`src/rtl/t4bws_pkg.sv`:
```
// ----------------------------------------------------------------------------
// t4bws_pkg: shared types and constants for the bone weight slot store
// Holds the store geometry, the beat payload structs, the command and outcome
// codes, the controller states and the register map.
// ----------------------------------------------------------------------------
`default_nettype none

package t4bws_pkg;

	// Store geometry.
	localparam int VERTEX_DEPTH     = 4096;
	localparam int SLOTS_PER_VERTEX = 4;
	localparam int SHOWN_SLOTS      = 4;

	// Field widths fixed by the interface.
	localparam int WORD_W = 16;
	localparam int VIDX_W = 12;
	localparam int CFG_W  = 13;
	localparam int FRAC_W = 16;

	// Derived widths.
	localparam int ADDR_W     = (VERTEX_DEPTH > 1) ? $clog2(VERTEX_DEPTH) : 1;
	localparam int CNT_W      = $clog2(VERTEX_DEPTH + 1);
	localparam int SLOT_IDX_W = $clog2(SLOTS_PER_VERTEX);
	localparam int TOTAL_W    = WORD_W + $clog2(SLOTS_PER_VERTEX);
	localparam int NUM_W      = WORD_W + FRAC_W + 1;
	localparam int QUO_W      = FRAC_W + 1;
	localparam int DIV_CNT_W  = $clog2(QUO_W + 1);
	localparam int ROW_W      = 2 * WORD_W * SLOTS_PER_VERTEX;

	// Configuration port.
	localparam int PADDR_W = 2;
	localparam int PDATA_W = 32;
	localparam logic [PADDR_W-1:0] ADDR_VERTEX_COUNT = PADDR_W'(0);

	typedef enum logic [1:0] {
		KIND_ADD   = 2'd0,
		KIND_READ  = 2'd1,
		KIND_NORM  = 2'd2,
		KIND_CLEAR = 2'd3
	} kind_t;

	typedef enum logic [1:0] {
		OUT_FREE      = 2'd0,
		OUT_REPLACED  = 2'd1,
		OUT_DISCARDED = 2'd2,
		OUT_DONE      = 2'd3
	} outcome_t;

	typedef struct packed {
		kind_t              kind;
		logic [VIDX_W-1:0]  vertex_index;
		logic [WORD_W-1:0]  bone_index;
		logic [WORD_W-1:0]  weight;
	} cmd_item_t;

	typedef struct packed {
		outcome_t           outcome;
		logic [WORD_W-1:0]  bone_slot_a;
		logic [WORD_W-1:0]  bone_slot_b;
		logic [WORD_W-1:0]  bone_slot_c;
		logic [WORD_W-1:0]  bone_slot_d;
		logic [WORD_W-1:0]  weight_slot_a;
		logic [WORD_W-1:0]  weight_slot_b;
		logic [WORD_W-1:0]  weight_slot_c;
		logic [WORD_W-1:0]  weight_slot_d;
		logic               overflow_seen;
	} rsp_item_t;

	// One memory row holds every slot of one vertex.
	typedef struct packed {
		logic [SLOTS_PER_VERTEX-1:0][WORD_W-1:0] bones;
		logic [SLOTS_PER_VERTEX-1:0][WORD_W-1:0] weights;
	} row_t;

	// Result of an add applied to one row.
	typedef struct packed {
		logic     write;
		logic     set_overflow;
		outcome_t outcome;
		row_t     row;
	} update_t;

	typedef enum logic [3:0] {
		ST_INIT,
		ST_IDLE,
		ST_EXEC,
		ST_CLEAR,
		ST_NRD,
		ST_NSUM,
		ST_NCHK,
		ST_NDIV,
		ST_NWR,
		ST_DONE
	} state_t;

endpackage

`default_nettype wire

```
`src/rtl/t4bws_divider.sv`:
```
// ----------------------------------------------------------------------------
// t4bws_divider: iterative restoring divider for weight normalization
// Produces one quotient bit per cycle. The numerator is known to be below
// the divisor times two to the quotient width, so the quotient never spills.
// ----------------------------------------------------------------------------
`default_nettype none

module t4bws_divider import t4bws_pkg::*; (
	input  wire logic               clk,
	input  wire logic               arst_n,
	input  wire logic               start,
	input  wire logic [NUM_W-1:0]   numer,
	input  wire logic [TOTAL_W-1:0] denom,
	output logic                    busy,
	output logic      [QUO_W-1:0]   quotient
);

	logic [TOTAL_W-1:0]   rem_q;
	logic [TOTAL_W-1:0]   den_q;
	logic [QUO_W-1:0]     shift_q;
	logic [DIV_CNT_W-1:0] cnt_q;
	logic [TOTAL_W:0]     trial;
	logic [TOTAL_W:0]     diff;
	logic                 fits;

	assign trial = {rem_q, shift_q[QUO_W-1]};
	assign diff  = trial - {1'b0, den_q};
	assign fits  = (trial >= {1'b0, den_q});

	always_ff @(posedge clk or negedge arst_n) begin
		if (!arst_n) begin
			cnt_q <= '0;
		end else if (start) begin
			cnt_q <= DIV_CNT_W'(QUO_W);
		end else if (cnt_q != '0) begin
			cnt_q <= cnt_q - DIV_CNT_W'(1);
		end
	end

	// The low numerator bits shift out at the top while quotient bits enter
	// at the bottom.
	always_ff @(posedge clk) begin
		if (start) begin
			rem_q   <= TOTAL_W'(numer[NUM_W-1:QUO_W]);
			shift_q <= numer[QUO_W-1:0];
			den_q   <= denom;
		end else if (cnt_q != '0) begin
			rem_q   <= fits ? diff[TOTAL_W-1:0] : trial[TOTAL_W-1:0];
			shift_q <= {shift_q[QUO_W-2:0], fits};
		end
	end

	assign busy     = (cnt_q != '0);
	assign quotient = shift_q;

endmodule

`default_nettype wire

```
`config.mk`:
```
export PLATFORM = sky130hd
export DESIGN_NAME = t4bws_divider
export DESIGN_NICKNAME = d
export VERILOG_FILES = /design/src/rtl/t4bws_pkg.sv /design/src/rtl/t4bws_divider.sv
export SDC_FILE = /design/constraint.sdc
export NUM_CORES = 1
export LEC_CHECK = 0
export BUFFER_PORTS_ARGS = -buffer_cell sky130_fd_sc_hd__clkbuf_2
export CAP_MARGIN = 10
export CORE_MARGIN = 3
export CORE_UTILIZATION = 51
export CTS_CLUSTER_SIZE = 24
export DETAILED_ROUTE_END_ITERATION = 8
export PLACE_DENSITY = 0.85
export SETUP_SLACK_MARGIN = 0.2
export SYNTH_ARGS = -nofsm -noshare
export SYNTH_HDL_FRONTEND = slang
export SYNTH_SLANG_ARGS = --single-unit
```
`constraint.sdc`:
```
create_clock -name clk -period 7.07 [get_ports clk]
set_input_delay 1.414 -clock clk [delete_from_list [all_inputs] [get_ports clk]]
set_output_delay 1.414 -clock clk [all_outputs]
set_load 0.01 [all_outputs]
```
# ---- After elaboration in Yosys (flattened, before gate mapping)
# Cells that the tools add are included.
dict set report op_classes {
  n_addsub 2
  magnitude_cmp 1
  n_mux 7
  n_reduce_logical 2
}
# cell n
set ops {}
lappend ops {{$mux W17} 2}
lappend ops {{$mux W16} 2}
lappend ops {{$ge A19 B18 Y1} 1}
lappend ops {{$mux W18} 1}
lappend ops {{$sub A18 B18 Y18} 1}
lappend ops {{$mux W5} 2}
lappend ops {{$reduce_bool A5 Y1} 1}
lappend ops {{$sub A5 B1 Y5 const B} 1}
lappend ops {{$reduce_bool A2 Y1} 1}
dict set report totals {
  register_bits 58
  output_inout_bits 18
}

# ---- Longest topological paths before layout
dict set report depth {
  ltp_word 4
  ltp_mapped 12
  depth_no_buf 10
}

# ---- Worst setup path before layout
# OpenSTA, ideal clock, no wires.
dict set report synth_timing {
  path_type {in2reg}
  from {input port start}
  to {register shift_q[0] (netlist: quotient[0]) (enable)}
  arrival_ns 2.454
  required_ns 6.695
  setup_slack_ns 4.241
  cell_stages 3
  cell_sequence {clkbuf_1 -> clkbuf_1 -> or2_2}
}
dict set report synth_between {
  elab_chain_cells 1
}
# item line
set synth_rtl {}
lappend synth_rtl {{start: declaration} t4bws_divider.sv:11} ;# input wire logic start,
lappend synth_rtl {{$reduce_bool A2 Y1 (no line)} --}
lappend synth_rtl {{end signal: assignment} t4bws_divider.sv:45} ;# shift_q <= numer[QUO_W-1:0];
lappend synth_rtl {{end signal: assignment} t4bws_divider.sv:49} ;# shift_q <= {shift_q[QUO_W-2:0], fits};
lappend synth_rtl {{end: declaration} t4bws_divider.sv:20} ;# logic [QUO_W-1:0] shift_q;
# No other way between the ends.
# A chain may end at the register's enable or synchronous reset.

# ---- Worst setup path after layout
dict set report layout_timing {
  from {input port start}
  to {register rem_q[12] (enable)}
}
dict set report layout_between {
  elab_chain_cells 1
}
# item line
set layout_rtl {}
lappend layout_rtl {{$reduce_bool A2 Y1 (no line)} --}
lappend layout_rtl {{end signal: assignment} t4bws_divider.sv:44} ;# rem_q <= TOTAL_W'(numer[NUM_W-1:QUO_W]);
lappend layout_rtl {{end signal: assignment} t4bws_divider.sv:48} ;# rem_q <= fits ? diff[TOTAL_W-1:0] : trial[TOTAL_W-1:0];
lappend layout_rtl {{end: declaration} t4bws_divider.sv:18} ;# logic [TOTAL_W-1:0] rem_q;
# No other way between the ends.

==> results.py <==
metrics = {
    "finish": {
        "synthToLayoutAreaGrowth_pct": 15.1,
        "fillCellCount": 545,
        "n_antenna_cell": 0,
        "drive_gt1_share_pct": 29.2,
        "nNetsFinal": 455,
    },
    "timing": {
        "hold_violations": 0,
        "fin_crit_sh_pct": 42.3,
        "slew_headroom_pct": 41.9,
        "min_period_ns": 2.99,
        "setup_slack_ns": 4.08,
        "setup_violations": 0,
        "timing.fmax_mhz": 335,
        "drv_slew": 0,
        "finalSetupTns_ns": 0,
        "tightest_slew_ns": 0.872,
        "final.setup_skew_ns": 0.00467,
        "rsz0062_at_grt": "no",
    },
    "critical_path": {
        "cp_max_fo": 85,
        "cp.required_ns": 7.03,
        "r2r-start": "rem_q[1]",
        "r2r_setup_slack_ns": 4.09,
        "crit_end": "rem_q[12]",
        "cp-end-kind": "flop",
        "reg2reg_depth": 9,
        "path_class": "in2reg",
        "r2r-end": "rem_q[12]",
        "startpoint": "start",
        "cp_data_arrival_time_ns": 2.95,
        "crit_path_start_kind": "primary input",
    },
    "synth": {
        "yosys_register_bits": 58,
        "synth_ff_type": "edfxtp_1",
        "async_reset_ff_share_pct": 8.62,
        "syn_area_sq_um": 3450,
        "yosys_warnings": 0,
        "syn_inst": 310,
        "yosysUniqueCellTypes": 51,
        "synth_top_area_share_pct": 44.3,
        "syn_avg_cell_area_sq_um": 11.1,
        "synth_top_cell_by_area": "edfxtp_1",
        "synth.area.top_cells": "edfxtp_1 (44%), ha_1 (7.2%), mux2_2 (5.9%)",
        "seq_area_frac_synth_pct": 49.1,
        "synth-edff-count": 51,
        "syn-num-nets": 385,
    },
    "cts": {
        "worstSkewPairLatency_ns": 0.33,
        "clockRootBuffer": "clkbuf_8",
        "post-cts-setup-buffer-count": 0,
        "htreeDepth": 3,
        "clkTransAtPathRegs_ns": 0.06,
        "cts_tree": "yes",
        "cts_made_buffers": 9,
        "cts_buffer_depth": 2,
        "postCtsResizedCells": 0,
        "cts_num_sinks": 58,
        "cts_hold_buf": 0,
    },
    "routing": {
        "first_pass_iters": 4,
        "avgViaCountPerCell": 5.56,
        "drc": 0,
        "drt_wl_total_mm": 6.62,
        "ant_nets": 0,
        "wl_per_cell_um": 14.3,
        "routed-via-count": 2564,
        "drtIter0Drc": 142,
    },
    "global_route": {
        "grt_max_degree": 86,
        "grt_pass1_wl_mm": 11.1,
        "gr-usage-all-layers_pct": 18.4,
        "grt_overflow": 0,
        "antenna_found_initial": 0,
        "grt_pass1_vias": 2577,
    },
    "floorplan": {
        "start_util_pct": 53.5,
        "num_rows": 29,
        "dieWidth_um": 88.3,
        "boundaryPins": 72,
        "dieArea_sq_um": 7790,
        "core_area_sq_um": 6460,
        "die_y_um": 88.3,
    },
    "status": {
        "status": "completed",
    },
    "place": {
        "place_ws_ns": 3.69,
        "routabilityCongestion": 0.874,
        "portBuffers": 71,
        "hpwl_mm": 4.76,
    },
    "run": {
        "timing.max_cap.violations": 0,
    },
    "power_and_ir_drop": {
        "leakage_nw": 1.74,
        "p_per_area_nw_per_um2": 363,
        "finalPower_w": 0.00144,
        "ir_drop_mv": 0.181,
    },
    "min_path": {
        "hp-class": "reg2reg",
    },
}
==> layout make-up <==
type / instances / area (sq um) / share of cell area (%)
sequential: 58 / 1700 / 42.7
multi-input combinational: 215 / 1570 / 39.6
timing repair buffer: 73 / 370 / 9.32
clock buffer: 10 / 128 / 3.21
tap: 77 / 96.3 / 2.42
inverter: 23 / 86.3 / 2.17
clock inverter: 5 / 22.5 / 0.567
==> where the power goes <==
group	total (W)	internal [W]	switching (W)
registers	0.000519	0.000473	0.0000455
logic	0.000680	0.000295	0.000385
clock network	0.000243	0.000121	0.000122
total	0.00144	0.000888	0.000553
==> per-layer routing <==
metal	part of all wire [%]	routed length (um)	vias to the layer above	GRT usage, %
met3	8.8	585	12	6.33
met1	44	2940	1175	23.6
met5	0	0	-	0
li1	-	-	1284	-
met2	45	2990	93	28.1
met4	1.6	105	0	8.24
==> flip-flops by register name, indices dropped and copies added, names as in the netlist <==
signal / flops
cnt_q: 5
den_q: 18
quotient: 17
rem_q: 18
==> critical path, stage by stage <==
cell	delay [ns]
buf_2	0.08
buf_4	0.64
or2_2	0.79
==> cell usage in the layout (no fill, tap or decap), types with 4 or more instances in the layout <==
master,synthesis,layout
a211oi_1,5,5
a21oi_1,21,21
a221o_1,5,5
clkbuf_2,0,70
clkbuf_8,0,9
dfrtp_1,5,5
edfxtp_1,51,51
ha_1,20,20
inv_1,23,23
mux2_2,18,18
mux2i_1,4,4
nand2_1,29,29
nand2b_1,7,7
nand3b_1,8,8
nor2_1,13,13
nor2b_1,7,7
nor3_1,9,9
o21ai_0,7,7
o311ai_0,6,6
xnor2_1,8,8
xor2_1,8,8
==> logic make-up after synthesis <==
| family | count (synthesis) | synth area share [%] |
|---|---|---|
| xor+xnor | 16 | 4.06 |
| buf+inv | 37 | 5.29 |
| simple gates | 91 | 13.4 |
| fa+ha+maj | 21 | 7.83 |
| mux | 22 | 7.03 |
| flops | 58 | 49.1 |
| compound gates | 65 | 13.2 |
==> stage by stage <==
stage          hold slack, ns  util, %  cell area, sq um  std cells
6_report                0.511     61.5              3970        461
4_1_cts                 0.512     61.5              3970        461
3_5_place_dp            0.496     59.2              3820        446
2_1_floorplan           0.474        -              3450        310
3_3_place_gp            0.486     59.2              3820        446
5_1_grt                 0.541     61.5              3970        461
==> worst min path at each step <==
stage / start / slack, ns / endpoint / depth (start not counted)
2_1_floorplan: cnt_q[4] / 0.47 / cnt_q[4] / 1
3_3_place_gp: cnt_q[4] / 0.49 / cnt_q[4] / 1
3_5_place_dp: cnt_q[4] / 0.50 / cnt_q[4] / 1
4_1_cts: cnt_q[4] / 0.51 / cnt_q[4] / 1
5_1_grt: cnt_q[4] / 0.54 / cnt_q[4] / 1
6_report: cnt_q[4] / 0.51 / cnt_q[4] / 1
==> Yosys cell counts, types with 4 or more instances <==
| master | number |
|---|---|
| a211oi_1 | 5 |
| xnor2_1 | 8 |
| dfrtp_1 | 5 |
| inv_1 | 23 |
| ha_1 | 20 |
| nor2_1 | 13 |
| a21oi_1 | 21 |
| clkbuf_1 | 5 |
| nand2_1 | 29 |
| mux2_2 | 18 |
| o311ai_0 | 6 |
| nor2b_1 | 7 |
| xor2_1 | 8 |
| mux2i_1 | 4 |
| a221o_1 | 5 |
| nand2b_1 | 7 |
| nor3_1 | 9 |
| nand3b_1 | 8 |
| edfxtp_1 | 51 |
| buf_6 | 4 |
| o21ai_0 | 7 |
Power figures use the tool's default switching activity.
